`src/sv/pias_pkg.sv`:
```
// Shared types and constants for the point-in-aperture test core.
// No dependencies; every other file but pias_if imports this package.
`default_nettype none

package pias_pkg;

  localparam int unsigned PIPE_DEPTH = 8;
  localparam int unsigned CFG_IDX_W  = 3;
  localparam int unsigned CFG_DATA_W = 63;

  typedef enum logic [CFG_IDX_W-1:0] {
    CFG_SHAPE_MODE = 3'd0,
    CFG_FAST_LIMIT = 3'd1,
    CFG_RECT_HW    = 3'd2,
    CFG_RECT_HH    = 3'd3,
    CFG_ELL_HW_SQ  = 3'd4,
    CFG_ELL_RATIO  = 3'd5,
    CFG_OCT_TAN    = 3'd6
  } cfg_idx_t;

  localparam logic [2:0] SHAPE_CIRCLE   = 3'd0;
  localparam logic [2:0] SHAPE_RECT     = 3'd1;
  localparam logic [2:0] SHAPE_ELLIPSE  = 3'd2;
  localparam logic [2:0] SHAPE_RECT_ELL = 3'd3;
  localparam logic [2:0] SHAPE_OCTAGON  = 3'd4;

  typedef struct packed {
    logic [2:0]  shape_mode;
    logic [30:0] fast_limit;
    logic [30:0] rect_hw;
    logic [30:0] rect_hh;
    logic [62:0] ell_hw_sq;
    logic [31:0] ell_ratio;
    logic [31:0] oct_tan;
  } cfg_t;

  localparam cfg_t CFG_RESET = '{
    shape_mode: 3'd0,
    fast_limit: 31'd0,
    rect_hw:    31'd0,
    rect_hh:    31'd0,
    ell_hw_sq:  63'd0,
    ell_ratio:  32'h0001_0000,
    oct_tan:    32'h0001_0000
  };

  typedef struct packed {
    logic [PIPE_DEPTH-1:0] en;
    logic [PIPE_DEPTH-1:0] vld;
  } pipe_ctrl_t;

  typedef struct packed {
    logic fast_in;
    logic rect_out;
    logic circ_out;
    logic ell_out;
  } shape_flags_t;

endpackage

`default_nettype wire

```
`src/sv/pias_pipe_ctrl.sv`:
```
// Valid and load-enable chain for the eight-stage pipeline.
// Depends on pias_pkg.
`default_nettype none

module pias_pipe_ctrl (
  input  logic                  clk,
  input  logic                  rst_n,
  input  logic                  in_valid,
  input  logic                  out_ready,
  output pias_pkg::pipe_ctrl_t  pc
);
  import pias_pkg::*;

  logic [PIPE_DEPTH-1:0] vld_r, vld_nxt, en;

  always_comb begin
    en[PIPE_DEPTH-1] = !vld_r[PIPE_DEPTH-1] || out_ready;
    for (int k = PIPE_DEPTH - 2; k >= 0; k--) begin
      en[k] = !vld_r[k] || en[k+1];
    end
    vld_nxt[0] = en[0] ? in_valid : vld_r[0];
    for (int k = 1; k < PIPE_DEPTH; k++) begin
      vld_nxt[k] = en[k] ? vld_r[k-1] : vld_r[k];
    end
  end

  always_ff @(posedge clk) begin
    if (!rst_n) begin
      vld_r <= '0;
    end else begin
      vld_r <= vld_nxt;
    end
  end

  assign pc.en  = en;
  assign pc.vld = vld_r;

  a_stall_only_when_full: assert property (@(posedge clk) disable iff (!rst_n)
    ((~en) & (~vld_r)) == '0)
    else $error("stage stalled while empty");

  a_free_output_opens_input: assert property (@(posedge clk) disable iff (!rst_n)
    (!vld_r[PIPE_DEPTH-1] || out_ready) |-> en[0])
    else $error("input blocked while output side is free");

  a_output_advances: assert property (@(posedge clk) disable iff (!rst_n)
    (en[PIPE_DEPTH-1] && vld_r[PIPE_DEPTH-2]) |=> vld_r[PIPE_DEPTH-1])
    else $error("transaction lost entering output stage");

endmodule

`default_nettype wire

```
`config.mk`:
```
export PLATFORM = sky130hd
export DESIGN_NAME = pias_pipe_ctrl
export DESIGN_NICKNAME = d
export VERILOG_FILES = /design/src/sv/pias_pkg.sv /design/src/sv/pias_pipe_ctrl.sv
export SDC_FILE = /design/constraint.sdc
export NUM_CORES = 1
export LEC_CHECK = 0
export ABC_AREA = 1
export BUFFER_PORTS_ARGS = -buffer_cell sky130_fd_sc_hd__buf_2
export CAP_MARGIN = 5
export CORE_AREA = 10 10 47 49
export DETAILED_ROUTE_END_ITERATION = 6
export DIE_AREA = 0 0 57 59
export PLACE_DENSITY = 0.59
export SLEW_MARGIN = 20
export SYNTH_ARGS = -nofsm -noshare
export SYNTH_HDL_FRONTEND = slang
export SYNTH_SLANG_ARGS = --single-unit
```
`constraint.sdc`:
```
create_clock -name clk -period 1.25 [get_ports clk]
set_input_delay 0 -clock clk [delete_from_list [all_inputs] [get_ports clk]]
set_output_delay 0 -clock clk [all_outputs]
set_load 0.005 [all_outputs]
```
==> summary.txt <==
core area: 1400 sq um
syn nets: 40
RSZ-0062 raised after global routing: yes
Worst setup SP type: register
Post-synth EDFFs: 0
Critical path origin: vld_r[5]
Final Max Tran Viols: 0
Net Sw Frac: 0.208
final-report hold violation count: 0
Avg Inst Size Synth: 9.00 sq um
Starting DRT DRC Count: 2
dominant synthesized flop cell: dfxtp_1
largest register by flop count: vld_r
Routed Wire Length: 866 um
GR Overflow Total: 0
worst hold path type: input port to register
CTS tree: yes
clock network power share: 0.396
switching power: 0.000100 W
Tmin final: 1.21 ns
crit path DAT: 1.21 ns
Worst R2R End: vld_r[0]
area of the die: 3360 sq um
Synth cell types: 12
Ports: 20
cell with the most instances after synthesis: inv_1
gr usage total: 0.0551
cts bufs inserted: 3
Initial Util: 0.231
ANT cells: 0
vias: 317
root buffer cell: clkbuf_4
status: finished, final reports clean
top-area cell type share of the netlist area: 0.494
Synth Cell Area: 324 sq um
register area share after synthesis: 0.494
die height: 59 um
average vias per placed instance: 3.96
number of synthesized register bits: 8
Max H-tree Level: 1
Leakage: 0.251 nW
Syn. warnings: 0
reg2reg start: vld_r[5]
Hold Startpoint: out_ready
non-filler cells in the finished layout: 80
largest net degree at the start of global routing: 9
DIE WIDTH: 57 um
Nets: 70
Internal Pwr Total: 0.000381 W
initial antenna violation count: 0
asr flop ratio synth: 0
CP required: 1.25 ns
dominant cell type by area after synthesis: dfxtp_1
r2r setup slk: 0.13 ns
worst-case hold slack: 0.0919 ns
power density cells: 932 nW/um^2
top cells by area, synth: dfxtp_1, inv_1, a21oi_1
post-route ant nets: 0
Sink Count: 8
Max IR drop VDD: 0.496 mV
Placer Congestion: 0.704
CP Class: register to primary output
Clock Latency Late Sink: 0.25 ns
Syn Inst Count: 36
Flop pwr share: 0.549
Reg2Reg Depth: 5
clock skew: 0.00289 ns
endpoints failing setup: 0
Post-synth top cells: inv_1, dfxtp_1, a21oi_1
first-pass GRT wire length: 1450 um
drt first pass iters: 2
Cells on Worst Hold Path: 4
Period Utilization, post-route: 0.970
biggest regs: vld_r (8)
Hold Path Sink: vld_r[7]
max FFs per register: 8
area delta synth->final: 59.1%
drt wl/cell: 10.8 um
Max Cap Viol: 0
Detailed Place HPWL: 693 um
number of remaining DRC errors: 0
vias in the first global route: 355
clk buf depth: 2
cell row count: 14
# port buffers: 19
crit end category: primary output
Slew headroom: 0.829
Clock transition at path regs: 0.05 ns
ratio of cells with drive above 1 in the final layout: 0.578
CP max FO: 5
dpl cells: 71
fmax: 0.825 GHz
Worst-Margin Slew: 0.256 ns
combinational share of power: 0.055
-- kinds of logic (layout without fill, tap and decap cells) --
family                 after synthesis  count (layout)  share of synthesized area
buffers and inverters               11              39                      0.127
AND/OR/NAND/NOR                     10              10                      0.259
flip-flops                           8               8                      0.494
AO/OA/AOI/OAI                        7               7                      0.120
-- cell type report --
class | count | area (sq um)
Fill cell | 155 | 886
Sequential cell | 8 | 166
Timing Repair Buffer | 25 | 143
Multi-Input combinational cell | 17 | 123
Inverter | 11 | 41.3
Clock buffer | 3 | 22.5
Tap cell | 16 | 20.0
-- cell usage in the layout (no fill, tap or decap) --
master / instances
nor2_1: 3
nand3_2: 1
dlygate4sd3_1: 1
buf_4: 5
a21oi_2: 1
nand3_1: 1
dfxtp_2: 2
nor3_4: 1
a21oi_1: 6
clkbuf_4: 3
nand2_1: 2
nand4_2: 1
dfxtp_4: 1
inv_2: 2
buf_2: 19
inv_1: 9
nand4_4: 1
dfxtp_1: 5
-- power by group through the flow --
stage / sequential [W] / clock [W] / combinational (W)
3_5_place_dp: 0.000271 / 0 / 0.0000240
6_report: 0.000264 / 0.000190 / 0.0000267
2_1_floorplan: 0.000271 / 0 / 0.0000114
4_1_cts: 0.000264 / 0.000204 / 0.0000270
3_3_place_gp: 0.000271 / 0 / 0.0000234
5_1_grt: 0.000264 / 0.000210 / 0.0000306
-- timing repair --
item	in CTS	in global routing
gates resized for setup	4	0
setup buffers	4	1
pin swaps	2	4
setup endpoints to repair	3	5
hold buffers	1	0
endpoints found under the hold margin	1	0
-- metal layers --
metal | up-vias | track usage | wire length, um
li1 | 170 | - | -
met1 | 131 | 0.0588 | 433
met2 | 16 | 0.0744 | 345
met3 | 0 | 0.0322 | 88
met4 | 0 | 0.0503 | 0
met5 | - | 0 | 0
-- critical path: stages (launching register included) --
cell,delay [ns]
dfxtp_2,0.35
nand4_4,0.12
nor3_4,0.23
nand4_2,0.12
buf_2,0.15
-- stage by stage --
stage               area, sq um  utilization  TNS (ns)  setup WS, ns  total power, W
finish                      515        0.368         0        0.0374        0.000481
global route                515        0.368   -0.0662       -0.0501        0.000504
global placement            439        0.313         0         0.180        0.000295
CTS                         508        0.363    -0.133       -0.0631        0.000495
detailed placement          439        0.313         0         0.147        0.000295
floorplan                   324            -         0         0.165        0.000283
-- worst max-delay path by stage --
stage / depth (start not counted) / end / slack, ns
after floorplan: 4 / vld_r[0] / 0.16
after global placement: 4 / vld_r[0] / 0.18
after detailed placement: 4 / vld_r[2] / 0.15
after CTS: 4 / pc[8] / -0.06
after global routing: 4 / pc[8] / -0.05
final: 4 / pc[8] / 0.04
Power figures use the tool's default switching activity.
