## config.mk

```make
export PLATFORM = sky130hd
export DESIGN_NAME = pias_cfg_regs
export DESIGN_NICKNAME = d
export VERILOG_FILES = /design/src/sv/pias_pkg.sv /design/src/sv/pias_cfg_regs.sv
export SDC_FILE = /design/constraint.sdc
export NUM_CORES = 1
export LEC_CHECK = 0
export BUFFER_PORTS_ARGS = -buffer_cell sky130_fd_sc_hd__buf_2
export CAP_MARGIN = 40
export CORE_UTILIZATION = 43
export DETAILED_ROUTE_END_ITERATION = 6
export GPL_TIMING_DRIVEN = 0
export PLACE_DENSITY = 0.71
export SLEW_MARGIN = 10
export SYNTH_ARGS = -nofsm -noshare
export SYNTH_HDL_FRONTEND = slang
export SYNTH_SLANG_ARGS = --single-unit
export TNS_END_PERCENT = 5
```

## constraint.sdc

```tcl
create_clock -name clk -period 2.05 [get_ports clk]
set_input_delay 0.205 -clock clk [delete_from_list [all_inputs] [get_ports clk]]
set_output_delay 0.205 -clock clk [all_outputs]
set_load 0.05 [all_outputs]
```

## src/sv/pias_pkg.sv

```systemverilog
// Shared types and constants for the point-in-aperture test core.
// No dependencies; every other file but pias_if imports this package.
`default_nettype none

package pias_pkg;

  localparam int unsigned PIPE_DEPTH = 8;
  localparam int unsigned CFG_IDX_W  = 3;
  localparam int unsigned CFG_DATA_W = 63;

  typedef enum logic [CFG_IDX_W-1:0] {
    CFG_SHAPE_MODE = 3'd0,
    CFG_FAST_LIMIT = 3'd1,
    CFG_RECT_HW    = 3'd2,
    CFG_RECT_HH    = 3'd3,
    CFG_ELL_HW_SQ  = 3'd4,
    CFG_ELL_RATIO  = 3'd5,
    CFG_OCT_TAN    = 3'd6
  } cfg_idx_t;

  localparam logic [2:0] SHAPE_CIRCLE   = 3'd0;
  localparam logic [2:0] SHAPE_RECT     = 3'd1;
  localparam logic [2:0] SHAPE_ELLIPSE  = 3'd2;
  localparam logic [2:0] SHAPE_RECT_ELL = 3'd3;
  localparam logic [2:0] SHAPE_OCTAGON  = 3'd4;

  typedef struct packed {
    logic [2:0]  shape_mode;
    logic [30:0] fast_limit;
    logic [30:0] rect_hw;
    logic [30:0] rect_hh;
    logic [62:0] ell_hw_sq;
    logic [31:0] ell_ratio;
    logic [31:0] oct_tan;
  } cfg_t;

  localparam cfg_t CFG_RESET = '{
    shape_mode: 3'd0,
    fast_limit: 31'd0,
    rect_hw:    31'd0,
    rect_hh:    31'd0,
    ell_hw_sq:  63'd0,
    ell_ratio:  32'h0001_0000,
    oct_tan:    32'h0001_0000
  };

  typedef struct packed {
    logic [PIPE_DEPTH-1:0] en;
    logic [PIPE_DEPTH-1:0] vld;
  } pipe_ctrl_t;

  typedef struct packed {
    logic fast_in;
    logic rect_out;
    logic circ_out;
    logic ell_out;
  } shape_flags_t;

endpackage

`default_nettype wire

```

## src/sv/pias_cfg_regs.sv

```systemverilog
// Configuration register file for the aperture shape and its bounds.
// Depends on pias_pkg.
`default_nettype none

module pias_cfg_regs (
  input  logic                             clk,
  input  logic                             rst_n,
  input  logic                             cfg_we,
  input  logic [pias_pkg::CFG_IDX_W-1:0]   cfg_index,
  input  logic [pias_pkg::CFG_DATA_W-1:0]  cfg_wdata,
  output pias_pkg::cfg_t                   cfg
);
  import pias_pkg::*;

  cfg_t cfg_r, cfg_nxt;

  always_comb begin
    cfg_nxt = cfg_r;
    if (cfg_we) begin
      case (cfg_index)
        CFG_SHAPE_MODE: cfg_nxt.shape_mode = cfg_wdata[2:0];
        CFG_FAST_LIMIT: cfg_nxt.fast_limit = cfg_wdata[30:0];
        CFG_RECT_HW:    cfg_nxt.rect_hw    = cfg_wdata[30:0];
        CFG_RECT_HH:    cfg_nxt.rect_hh    = cfg_wdata[30:0];
        CFG_ELL_HW_SQ:  cfg_nxt.ell_hw_sq  = cfg_wdata[62:0];
        CFG_ELL_RATIO:  cfg_nxt.ell_ratio  = cfg_wdata[31:0];
        CFG_OCT_TAN:    cfg_nxt.oct_tan    = cfg_wdata[31:0];
        default: cfg_nxt = cfg_r;
      endcase
    end
  end

  always_ff @(posedge clk) begin
    if (!rst_n) begin
      cfg_r <= CFG_RESET;
    end else begin
      cfg_r <= cfg_nxt;
    end
  end

  assign cfg = cfg_r;

endmodule

`default_nettype wire

```

==> flow_summary_export.csv <==
group,metric,value,unit
status,status,"complete, but fails checks",
status,violations,"design-rule violations",
detailed_routing,drtIter0Drc,245,
timing,holdWs,0.0515,ns
critical_path,crit_path_cell_trace,"buf_2",
critical_path,worst_setup_path_end_kind,"output port",
critical_path,rrSetupSlack,1.40,ns
grt,busiest_layer,"met2",
logic_synthesis,synthTopCellsByArea,"dfxtp_1 55%, mux2i_1 27%, nand2_1 13%",
critical_path,crit_type,"reg2out",
finish,drive_gt1_frac,0.309,
place,place_ws,0.453,ns
timing,final_hold_viol_count,0,
detailed_routing,drc,1,
critical_path,slowest_stage,"dfxtp_1",
grt,grt_max_degree,14,
critical_path,critPathBufInv,1,
logic_synthesis,yosysTopAreaCell,"dfxtp_1",
finish,largest_reg_flops,223,
power_and_ir_drop,power,9.68,mW
critical_path,reg2reg_from,"cfg[140]",
clocking,clockBufferDepth,3,
timing,grt_setup_unrepaired,"no",
job,maxCapViolations,0,
logic_synthesis,postSynthCellCount,797,
power_and_ir_drop,p_per_area,880,nW/um^2
logic_synthesis,ys_async_sr_fraction,0,
power_and_ir_drop,ir_worst_vdd,0.516,mV
grt,grt_use_met1,0.297,
critical_path,path_max_fanout,2,
critical_path,max_stage_delay,0.38,ns
floorplanning,design.core.area,18600,sq um
critical_path,ff2ff_path_depth,2,
min_path,hold_class,"in2reg",
floorplanning,row_count,50,
timing,slew_viol_final,0,
detailed_routing,routedWlPerCell,17.5,um
logic_synthesis,netlist-cell-type-count,12,
finish,num-nets-final,1213,
detailed_routing,vias,6811,
timing,setup_violations,0,
floorplanning,dieHeight,140,um
finish,final_cells,1396,
clocking,clockRootBuffer,"clkbuf_16",
logic_synthesis,yosysTopAreaCellShare,0.547,
timing,layout_setup_ws,0.682,ns
logic_synthesis,syn_avg_cell_area,10.2,sq um
logic_synthesis,syn_nets,866,
floorplanning,die-width,140,um
detailed_routing,drtAntennaViolNets,0,
critical_path,critPathLaunchType,"register",
clocking,h-tree-depth,1,
logic_synthesis,synth_seq_cells,223,
grt,antenna_found_initial,4,
clocking,ctsResizeCount,0,
place,place.gp.congestion,0.784,
logic_synthesis,synth_area,8170,sq um
grt,met3_usage,0.0609,
floorplanning,dieArea,19500,sq um
detailed_routing,drt_first_pass_iters,6,
grt,grtUsageTotal,0.243,
grt,use_met2,0.424,
critical_path,arrival,1.16,ns
floorplanning,initial_core_util,0.438,
critical_path,timing.rr.end,"cfg[140]",
critical_path,cp_top_family,"flip-flops",
clocking,clk_latency,0.50,ns
place,place_inst,1320,
logic_synthesis,ys_seq_area_frac,0.547,
timing,max_freq,731,MHz
floorplanning,ioPinCount,292,
grt,grt_pass1_vias,6585,
logic_synthesis,synth_flop_cell,"dfxtp_1",
clocking,clock-sinks,223,
logic_synthesis,yosysMostFrequentCell,"nand2_1",
detailed_routing,avgViaCountPerCell,4.88,
timing,finalSetupTns,0,ns
min_path,min_to,"cfg[31]",
grt,overflow,0,
timing,worst_pin_slew,0.636,ns
min_path,hold_depth,3,
place,hpwl,16900,um
timing,final.period_utilization,0.667,
detailed_routing,drt_wl_total,24400,um
clocking,cts_made_buffers,24,
logic_synthesis,synth_edf_count,0,
finish,num-fill-cells,1634,
grt,grt_first_pass_wirelength,37100,um
logic_synthesis,yosysWarnings,0,
power_and_ir_drop,p_leak,5.51,nW
logic_synthesis,synthTopCellsByCount,"284 x nand2_1, 223 x dfxtp_1, 223 x mux2i_1",
critical_path,cp.required,1.85,ns
timing,clock_skew,0,ns
place,numPortBuffers,289,
timing,timing.slew.headroom,0.576,
finish,area_growth,34.7,%
clocking,path_clk_slew,0.06,ns
timing,post-route-min-period,1.37,ns
clocking,cts_tree,"yes",
min_path,hp-start,"cfg_wdata[31]",
-- layout make-up --
type                       count  area (sq um)  share of cell area
antenna                        2          5.00            0.000455
buffer                        57           307              0.0279
multi-input combinational    517          3400               0.309
sequential                   223          4460               0.406
clock inverter                 7          63.8             0.00580
timing repair buffer         321          1770               0.161
tap                          234           293              0.0266
clock buffer                  35           703              0.0639
-- cells in the final DEF (no fill, tap or decap) --
| master | n |
|---|---|
| clkinv_2 | 5 |
| buf_6 | 6 |
| clkbuf_1 | 33 |
| nor2b_1 | 3 |
| nor4b_2 | 1 |
| and4bb_2 | 2 |
| buf_4 | 7 |
| dlygate4sd3_1 | 32 |
| diode_2 | 2 |
| clkbuf_16 | 25 |
| dfxtp_1 | 223 |
| and4bb_1 | 1 |
| clkbuf_8 | 4 |
| bufinv_16 | 1 |
| nand4b_1 | 3 |
| mux2i_1 | 223 |
| inv_6 | 1 |
| buf_2 | 306 |
| nand2_1 | 284 |
-- worst max-delay path by stage --
stage	cells past startpoint	endpoint	start	slack, ns
5_1_grt	1	cfg[218]	cfg[218]	0.65
2_1_floorplan	5	cfg[162]	cfg_we	0.90
3_3_place_gp	4	cfg[185]	rst_n	0.47
4_1_cts	1	cfg[109]	cfg[109]	0.66
3_5_place_dp	5	cfg[53]	rst_n	0.45
6_report	1	cfg[109]	cfg[109]	0.68
-- tightest hold or removal path, cell delays in order --
cell	delay [ns]
buf_2	0.12
nand2_1	0.11
mux2i_1	0.08
-- through the flow --
stage | utilization | area (sq um)
2_1_floorplan | - | 8170
3_3_place_gp | 0.531 | 9910
3_5_place_dp | 0.531 | 9910
4_1_cts | 0.590 | 11000
5_1_grt | 0.590 | 11000
6_report | 0.590 | 11000
-- logic make-up (layout without fill, tap and decap cells) --
family	count (synthesis)	after routing	share of synthesized area
multiplexers	223	223	0.273
AND/OR/NAND/NOR	294	294	0.142
other	0	2	0
buffers and inverters	57	420	0.0375
flip-flops	223	223	0.547
-- layer usage --
metal | vias up | part of all wire
met5 | - | 0.00041
met4 | 2 | 0.016
met3 | 33 | 0.068
met2 | 215 | 0.48
met1 | 3239 | 0.43
li1 | 3322 | -
-- power by group --
group	switching [mW]	internal [mW]
combinational	0.705	0.280
sequential	0.0465	4.43
clock	1.72	2.50
-- what timing repair did --
action                                  in CTS  in global routing
buffers inserted                             0                  0
hold endpoints to repair                    33                  0
endpoints found under the setup margin       0                  0
hold buffers                                32                  0
(Power assumes the default switching activity.)
